## src/hw/rtl/sliding_window_min_max_avg_assert.svh

```systemverilog
// ----------------------------------------------------------------------------
// Assertion macros for the sliding window min/max/average block
// Each macro expects clk and rst to be visible in the module that uses it.
// ----------------------------------------------------------------------------
`ifndef SLIDING_WINDOW_MIN_MAX_AVG_ASSERT_SVH
`define SLIDING_WINDOW_MIN_MAX_AVG_ASSERT_SVH

// Same-cycle implication, checked outside reset
`define SWMMA_CHECK(lbl, ante, cons, msg) \
  lbl: assert property (@(posedge clk) disable iff (rst) (ante) |-> (cons)) \
    else $error(msg);

// Next-cycle implication, checked outside reset
`define SWMMA_CHECK_NEXT(lbl, ante, cons, msg) \
  lbl: assert property (@(posedge clk) disable iff (rst) (ante) |=> (cons)) \
    else $error(msg);

`endif

```

## src/hw/rtl/swmma_pkg.sv

```systemverilog
// ----------------------------------------------------------------------------
// swmma_pkg
// Shared constants, word types and control structs of the sliding window
// min/max/average block.
// ----------------------------------------------------------------------------
`timescale 1ns / 1ps

package swmma_pkg;

  // Window depth and derived widths
  localparam int WINDOW     = 64;
  localparam int ADDR_W     = $clog2(WINDOW);
  localparam int IDX_W      = ADDR_W + 1;
  localparam int CNT_W      = $clog2(WINDOW + 1);
  localparam int SUM_W      = 31 + CNT_W;
  localparam int ITER_W     = $clog2(SUM_W + 1);
  localparam int OUT_CNT_W  = 7;
  localparam bit WIN_POW2   = ((WINDOW & (WINDOW - 1)) == 0);

  // Input word
  typedef struct packed {
    logic [31:0]        frame_index;
    logic signed [31:0] sample;
  } req_word_t;

  // Result word
  typedef struct packed {
    logic signed [31:0]    latest;
    logic [OUT_CNT_W-1:0]  valid_count;
    logic [30:0]           minimum;
    logic [30:0]           maximum;
    logic [30:0]           average;
  } rsp_word_t;

  // Window memory port controls
  typedef struct packed {
    logic              wr_en;
    logic [ADDR_W-1:0] wr_addr;
    logic [31:0]       wr_data;
    logic              rd_en;
    logic [ADDR_W-1:0] rd_addr;
  } win_ctrl_t;

  // Divider start request
  typedef struct packed {
    logic             start;
    logic [SUM_W-1:0] dividend;
    logic [CNT_W-1:0] divisor;
  } div_req_t;

endpackage

```

## src/hw/rtl/swmma_window.sv

```systemverilog
// ----------------------------------------------------------------------------
// swmma_window
// Sample window memory with one write and one registered read port. Per-entry
// valid bits make never-written entries read as zero after reset.
// ----------------------------------------------------------------------------
`timescale 1ns / 1ps

module swmma_window (
  input  logic                clk,
  input  logic                rst,
  input  swmma_pkg::win_ctrl_t ctrl,
  output logic [31:0]         rd_value
);
  import swmma_pkg::*;

  logic [31:0]       mem [WINDOW];
  logic [WINDOW-1:0] vbits;
  logic [31:0]       rd_data;
  logic              rd_vld;

  // Write the memory array and register the read data
  always_ff @(posedge clk) begin
    if (ctrl.wr_en) begin
      mem[ctrl.wr_addr] <= ctrl.wr_data;
    end
    if (ctrl.rd_en) begin
      rd_data <= mem[ctrl.rd_addr];
      rd_vld  <= vbits[ctrl.rd_addr];
    end
  end

  // Mark written entries; reset clears the whole window at once
  always_ff @(posedge clk) begin
    if (rst) begin
      vbits <= '0;
    end else if (ctrl.wr_en) begin
      vbits[ctrl.wr_addr] <= 1'b1;
    end
  end

  // Drop the data of entries not yet written
  assign rd_value = rd_vld ? rd_data : 32'd0;

endmodule

```

## src/hw/rtl/swmma_div.sv

```systemverilog
// ----------------------------------------------------------------------------
// swmma_div
// Restoring divider, one quotient bit per cycle. Serves both the slot
// reduction of the frame index and the final average.
// ----------------------------------------------------------------------------
`timescale 1ns / 1ps
`include "sliding_window_min_max_avg_assert.svh"

module swmma_div (
  input  logic                        clk,
  input  logic                        rst,
  input  swmma_pkg::div_req_t         req,
  output logic                        done,
  output logic [swmma_pkg::SUM_W-1:0] quotient,
  output logic [swmma_pkg::CNT_W-1:0] remainder
);
  import swmma_pkg::*;

  logic              busy;
  logic [ITER_W-1:0] cnt;
  logic [SUM_W-1:0]  dq;
  logic [CNT_W-1:0]  rem;
  logic [CNT_W-1:0]  dsr;
  logic [CNT_W:0]    trial;
  logic [CNT_W:0]    diff;
  logic              qbit;
  logic [CNT_W-1:0]  rem_next;

  // Trial subtract of the divisor from the shifted remainder
  always_comb begin
    trial    = {rem, dq[SUM_W-1]};
    diff     = trial - {1'b0, dsr};
    qbit     = (trial >= {1'b0, dsr});
    rem_next = qbit ? diff[CNT_W-1:0] : trial[CNT_W-1:0];
  end

  // Sequence the iterations
  always_ff @(posedge clk) begin
    if (rst) begin
      busy <= 1'b0;
      done <= 1'b0;
    end else begin
      done <= 1'b0;
      if (req.start) begin
        busy <= 1'b1;
      end else if (busy && (cnt == ITER_W'(1))) begin
        busy <= 1'b0;
        done <= 1'b1;
      end
    end
  end

  // Shift dividend out and quotient in through one register
  always_ff @(posedge clk) begin
    if (req.start) begin
      cnt <= ITER_W'(SUM_W);
      dq  <= req.dividend;
      rem <= '0;
      dsr <= req.divisor;
    end else if (busy) begin
      cnt <= cnt - ITER_W'(1);
      dq  <= {dq[SUM_W-2:0], qbit};
      rem <= rem_next;
    end
  end

  assign quotient  = dq;
  assign remainder = rem;

  `SWMMA_CHECK(a_no_restart, req.start, !busy, "divider restarted while busy")
  `SWMMA_CHECK_NEXT(a_start_busy, req.start, busy && !done, "divider did not start")
  `SWMMA_CHECK(a_done_idle, done, !busy && $past(busy), "done without a finished run")

endmodule

```

## src/hw/rtl/sliding_window_min_max_avg.sv

```systemverilog
// ----------------------------------------------------------------------------
// sliding_window_min_max_avg
// Steps per word: one write, a scan of one memory read per cycle, a bit-serial
// divide, and a load of the result register, which waits while the output
// stalls. The block takes no new word until the result is loaded; the window
// read port and the shared divider serve one word at a time. A non
// power-of-two window adds one more divider run for the slot. Reset:
// synchronous, clears the window to zero through per-entry valid bits.
// ----------------------------------------------------------------------------
`timescale 1ns / 1ps
`include "sliding_window_min_max_avg_assert.svh"

module sliding_window_min_max_avg (
  input  logic                 clk,
  input  logic                 rst,
  input  logic                 req_valid,
  output logic                 req_stall,
  input  swmma_pkg::req_word_t req,
  output logic                 rsp_valid,
  input  logic                 rsp_stall,
  output swmma_pkg::rsp_word_t rsp
);
  import swmma_pkg::*;

  typedef enum logic [5:0] {
    S_IDLE  = 6'b000001,
    S_SLOT  = 6'b000010,
    S_WRITE = 6'b000100,
    S_SCAN  = 6'b001000,
    S_DIV   = 6'b010000,
    S_EMIT  = 6'b100000
  } state_t;

  state_t            state;
  state_t            state_next;
  win_ctrl_t         win;
  div_req_t          div_req;
  logic              div_done;
  logic [SUM_W-1:0]  div_quot;
  logic [CNT_W-1:0]  div_rem;
  logic [31:0]       rd_value;
  logic              rd_pend;
  logic              rsp_load;
  logic              pos;
  logic signed [31:0] latest;
  logic [ADDR_W-1:0] slot;
  logic [IDX_W-1:0]  idx;
  logic [CNT_W-1:0]  acc_count;
  logic [SUM_W-1:0]  acc_sum;
  logic [30:0]       acc_lo;
  logic [30:0]       acc_hi;
  logic              empty;

  swmma_window u_window (
    .clk      (clk),
    .rst      (rst),
    .ctrl     (win),
    .rd_value (rd_value)
  );

  swmma_div u_div (
    .clk       (clk),
    .rst       (rst),
    .req       (div_req),
    .done      (div_done),
    .quotient  (div_quot),
    .remainder (div_rem)
  );

  assign req_stall = (state != S_IDLE);
  assign pos       = !rd_value[31] && (rd_value[30:0] != 31'd0);
  assign empty     = (acc_count == '0);

  // Sequence the slot divide of a non power-of-two window, write, scan, divide and result load
  always_comb begin
    state_next = state;
    win        = '0;
    div_req    = '0;
    rsp_load   = 1'b0;
    unique case (state)
      S_IDLE: begin
        if (req_valid) begin
          if (WIN_POW2) begin
            state_next = S_WRITE;
          end else begin
            div_req.start    = 1'b1;
            div_req.dividend = SUM_W'(req.frame_index);
            div_req.divisor  = CNT_W'(WINDOW);
            state_next       = S_SLOT;
          end
        end
      end
      S_SLOT: begin
        if (div_done) begin
          state_next = S_WRITE;
        end
      end
      S_WRITE: begin
        win.wr_en   = 1'b1;
        win.wr_addr = slot;
        win.wr_data = latest;
        state_next  = S_SCAN;
      end
      S_SCAN: begin
        if (idx != IDX_W'(WINDOW)) begin
          win.rd_en   = 1'b1;
          win.rd_addr = idx[ADDR_W-1:0];
        end else if (!rd_pend) begin
          div_req.start    = 1'b1;
          div_req.dividend = acc_sum;
          div_req.divisor  = acc_count;
          state_next       = S_DIV;
        end
      end
      S_DIV: begin
        if (div_done) begin
          state_next = S_EMIT;
        end
      end
      S_EMIT: begin
        if (!rsp_valid || !rsp_stall) begin
          rsp_load   = 1'b1;
          state_next = S_IDLE;
        end
      end
      default: state_next = S_IDLE;
    endcase
  end

  // Advance control state
  always_ff @(posedge clk) begin
    if (rst) begin
      state     <= S_IDLE;
      rd_pend   <= 1'b0;
      rsp_valid <= 1'b0;
    end else begin
      state   <= state_next;
      rd_pend <= win.rd_en;
      if (rsp_load) begin
        rsp_valid <= 1'b1;
      end else if (!rsp_stall) begin
        rsp_valid <= 1'b0;
      end
    end
  end

  // Capture the word, accumulate the scan and hold the result
  always_ff @(posedge clk) begin
    if ((state == S_IDLE) && req_valid) begin
      latest <= req.sample;
      slot   <= req.frame_index[ADDR_W-1:0];
    end
    if ((state == S_SLOT) && div_done) begin
      slot <= div_rem[ADDR_W-1:0];
    end
    if (state == S_WRITE) begin
      idx       <= '0;
      acc_count <= '0;
      acc_sum   <= '0;
      acc_lo    <= '1;
      acc_hi    <= '0;
    end else begin
      if (win.rd_en) begin
        idx <= idx + IDX_W'(1);
      end
      if (rd_pend && pos) begin
        acc_count <= acc_count + CNT_W'(1);
        acc_sum   <= acc_sum + SUM_W'(rd_value[30:0]);
        if (rd_value[30:0] < acc_lo) begin
          acc_lo <= rd_value[30:0];
        end
        if (rd_value[30:0] > acc_hi) begin
          acc_hi <= rd_value[30:0];
        end
      end
    end
    if (rsp_load) begin
      rsp.latest      <= latest;
      rsp.valid_count <= OUT_CNT_W'(acc_count);
      rsp.minimum     <= empty ? 31'd0 : acc_lo;
      rsp.maximum     <= empty ? 31'd0 : acc_hi;
      rsp.average     <= empty ? 31'd0 : div_quot[30:0];
    end
  end

  `SWMMA_CHECK(a_count_range, state == S_DIV, acc_count <= CNT_W'(WINDOW), "count past window")
  `SWMMA_CHECK_NEXT(a_write_scan, state == S_WRITE, state == S_SCAN && idx == '0 && !rd_pend,
    "scan did not start after write")
  `SWMMA_CHECK(a_min_le_max, rsp_valid, rsp.minimum <= rsp.maximum, "minimum above maximum")
  `SWMMA_CHECK(a_empty_zero, rsp_valid && rsp.valid_count == '0,
    rsp.minimum == '0 && rsp.maximum == '0 && rsp.average == '0, "empty window not zero")

endmodule

```

## config.mk

```make
export PLATFORM = sky130hd
export DESIGN_NAME = sliding_window_min_max_avg
export DESIGN_NICKNAME = d
export VERILOG_FILES = /design/src/hw/rtl/swmma_pkg.sv /design/src/hw/rtl/swmma_window.sv /design/src/hw/rtl/swmma_div.sv /design/src/hw/rtl/sliding_window_min_max_avg.sv
export VERILOG_INCLUDE_DIRS = /design/src /design/src/hw/rtl
export SDC_FILE = /design/constraint.sdc
export NUM_CORES = 2
export LEC_CHECK = 0
export BUFFER_PORTS_ARGS = -buffer_cell sky130_fd_sc_hd__clkbuf_2
export CORE_UTILIZATION = 40
export CTS_CLUSTER_SIZE = 20
export DETAILED_ROUTE_END_ITERATION = 7
export PLACE_DENSITY = 0.56
export REMOVE_ABC_BUFFERS = 1
export SYNTH_ARGS = -nofsm -noshare
export SYNTH_HDL_FRONTEND = slang
export SYNTH_HIERARCHICAL = 1
export SYNTH_SLANG_ARGS = --single-unit
```

## constraint.sdc

```tcl
create_clock -name clk -period 8.1 [get_ports clk]
set_input_delay 0.81 -clock clk [delete_from_list [all_inputs] [get_ports clk]]
set_output_delay 0.81 -clock clk [all_outputs]
set_load 0.05 [all_outputs]
```

==> flow_metrics.env <==
export IMPL_status="finished, final reports clean"
export IMPL_htreeDepth=5
export IMPL_grt_first_pass_wirelength_um=373400
export IMPL_ys_async_sr_fraction=0
export IMPL_ys_ff_latch=2496
export IMPL_crit_family="simple AND/OR/NAND/NOR gates"
export IMPL_hold_end="latest[25]"
export IMPL_die_width_um=499.0
export IMPL_synth_edf_count=2296
export IMPL_layout_drive_gt1_share=0.2455
export IMPL_cts_tree="built"
export IMPL_root_buffer="clkbuf_16"
export IMPL_clk_pin_slew_ps=60
export IMPL_slowest_delay_ps=960
export IMPL_max_freq_ghz=0.2020
export IMPL_hold_buffers=0
export IMPL_clock_tree_buffer_depth=4
export IMPL_end_kind="flop"
export IMPL_drt_total_wl_um=263300
export IMPL_crit_fanout=56
export IMPL_hold_start="req[25]"
export IMPL_synthCells=5220
export IMPL_place_area_sq_um=104200
export IMPL_crit_chain="nor2_1, and3_1, and3_4, buf_12, mux4_2, mux2i_1, a21oi_1, a31oi_1, a221oi_1"
export IMPL_critPathLaunchType="flop"
export IMPL_ys_seq_area_frac=0.7382
export IMPL_row_count=182
export IMPL_period_share=0.6112
export IMPL_cap_violations=0
export IMPL_drt_initial_drc_count=5230
export IMPL_place_congestion=0.8134
export IMPL_synthTopCellsByArea="edfxtp_1 (70%), mux4_2 (12%), dfxtp_1 (4.1%)"
export IMPL_synth_top_area_frac=0.6977
export IMPL_dr_total_vias=50990
export IMPL_p_leak_nw=38.26
export IMPL_cts_resized=0
export IMPL_drv_slew=0
export IMPL_p_total_w=0.02725
export IMPL_slowest_stage="a31oi_1"
export IMPL_dp_hpwl_um=146700
export IMPL_peakVddDrop_uv=226.6
export IMPL_synth_area_per_cell_sq_um=18.93
export IMPL_final_hold_viol_count=0
export IMPL_drt_vias_per_instance=5.687
export IMPL_cts_buffers=276
export IMPL_clk_latency_ps=920
export IMPL_post_cts_setup_buffer_count=0
export IMPL_worstReg2RegEnd="u_window/rd_vld"
export IMPL_required_ps=8660
export IMPL_fin_skew_ps=57.97
export IMPL_max_slew_margin=0.1023
export IMPL_worstPathArrival_ps=5520
export IMPL_antenna_found_initial=10
export IMPL_cp_num_buf_inv=1
export IMPL_setup_viol=0
export IMPL_grt_max_degree=107
export IMPL_grt_overflow_total=0
export IMPL_syn_to_final_growth_pct=13.82
export IMPL_fill_cells=20770
export IMPL_worstReg2RegStart="state[5]"
export IMPL_initial_core_util=0.4022
export IMPL_tightest_slew_ps=1340
export IMPL_ios=202
export IMPL_p_per_area_nw_per_um2=242.3
export IMPL_worstSetupPathType="reg -> reg"
export IMPL_fin_util=0.4578
export IMPL_dr_pass1_iters=5
export IMPL_synth_top_cell_by_area="edfxtp_1"
export IMPL_first_global_vias=51000
export IMPL_die_area_sq_um=249000
export IMPL_worstHoldPathCells=1
export IMPL_nNetsFinal=5732
export IMPL_core_area_sq_um=245700
export IMPL_design_area_sq_um=112500
export IMPL_r2r_slack_ps=3150
export IMPL_clock_sinks=2496
export IMPL_synth_area_sq_um=98820
export IMPL_port_buffers=175
export IMPL_rsz0062_at_grt="false"
export IMPL_yosysWarningCount=6
export IMPL_track_usage=0.2094
export IMPL_min_period_ps=4951
export IMPL_hold_path_class="in -> reg"
export IMPL_r2r_cells=9
export IMPL_drc=0
export IMPL_ant_nets=0
export IMPL_die_h_um=499.0
export IMPL_wl_per_cell_um=29.36
export IMPL_synth_distinct_cells=92
export IMPL_ys_flop_type="edfxtp_1"
-- flip-flops by register name, summed over array words and instances (netlist names) --
name and flops:
u_window/mem 2048, rsp 132, u_window/vbits 64, acc_sum 38, u_div/quotient 38, latest 32, u_window/rd_data 32, acc_hi 31
acc_lo 31, acc_count 7, idx 7, u_div/dsr 7, u_div/remainder 7, slot 6, u_div/cnt 6, state 5
rd_pend 1, rsp_valid 1, u_div/busy 1, u_div/done 1, u_window/rd_vld 1
-- cells in the mapped netlist, types with 17 or more instances --
master / n
edfxtp_1: 2296
mux4_2: 506
nor2_1: 231
and2_1: 225
dfxtp_1: 200
nand2_1: 140
clkbuf_1: 135
mux2i_1: 122
a21oi_1: 119
ha_1: 105
nand3_1: 104
inv_1: 94
nor3_1: 68
mux2_2: 63
buf_2: 57
buf_4: 50
a221oi_1: 49
a22oi_1: 47
o21ai_0: 44
a31oi_1: 43
nor2b_1: 36
a21o_1: 35
o31ai_1: 33
a22o_1: 31
o22ai_1: 31
nand4_1: 27
nand2b_1: 23
and3_1: 21
a211oi_1: 20
xor2_1: 19
buf_6: 17
o211ai_1: 17
xnor2_1: 17
-- stage by stage --
stage                     setup WS, ps  setup TNS [ps]  std cells  hold slack (ps)
after floorplan                 -16520         -616870       4938            417.4
after global placement            3210               0       8499            422.4
after detailed placement          3189               0       8499            426.8
after CTS                         3197               0       8963            18.09
after global routing              2774               0       8963            31.38
final                             3149               0       8966            83.12
-- layer usage --
metal | vias to the layer above | track usage | part of all wire
li1 | 21810 | - | -
met1 | 27010 | 0.2848 | 0.42
met2 | 1762 | 0.3415 | 0.48
met3 | 407 | 0.03676 | 0.065
met4 | 0 | 0.06789 | 0.032
met5 | - | 0 | 0
-- report_power, final --
| group | internal (W) | total [W] | switching [W] |
|---|---|---|---|
| registers | 0.0143 | 0.0144 | 0.000131 |
| clock network | 0.00683 | 0.0117 | 0.00490 |
| logic | 0.000322 | 0.00107 | 0.000747 |
| total | 0.0215 | 0.0272 | 0.00578 |
-- layout by cell type (no fill, tap or decap), types with 51 or more instances in the layout --
cell          n
nor3_1       64
clkbuf_2    174
nand2_1     140
mux2_2       63
clkinv_1     51
mux2i_1     122
mux4_2      506
dfxtp_1     200
ha_1        105
buf_4       153
inv_1        93
nor2_1      168
nand3_1     104
nor2_4       63
a21oi_1     117
edfxtp_1   2296
clkbuf_1     73
and2_1      188
clkbuf_16   284
-- worst max-delay path by stage --
| stage | cells past startpoint | start | endpoint |
|---|---|---|---|
| 5_1_grt | 9 | state[5] | u_window/rd_vld |
| 4_1_cts | 9 | state[5] | u_window/rd_vld |
| 3_5_place_dp | 9 | state[5] | u_window/rd_vld |
| 6_report | 9 | state[5] | u_window/rd_vld |
| 2_1_floorplan | 8 | state[5] | u_window/rd_data[26] |
| 3_3_place_gp | 9 | state[5] | u_window/rd_vld |
-- layout make-up --
class | count | area [sq um] | area share
clock buffers | 363 | 7463 | 0.06636
clock inverters | 101 | 799.5 | 0.007108
well taps | 3220 | 4029 | 0.03582
inverters | 95 | 361.6 | 0.003215
diodes | 3 | 7.507 | 0.00006675
flip-flops and latches | 2496 | 72950 | 0.6486
repair buffers | 341 | 2285 | 0.02031
multi-input cells | 2347 | 24580 | 0.2185
-- kinds of logic (layout without fill, tap and decap cells) --
kind of cell,count (synthesis),in the layout,synth area share
AO/OA/AOI/OAI,585,585,0.04287
XOR/XNOR,36,36,0.003191
adder cells (fa/ha/maj),107,107,0.01370
buffers and inverters,377,900,0.01951
flip-flops,2496,2496,0.7382
multiplexers,691,691,0.1349
other,0,3,0
AND/OR/NAND/NOR,928,928,0.04766
Power figures use the tool's default switching activity.
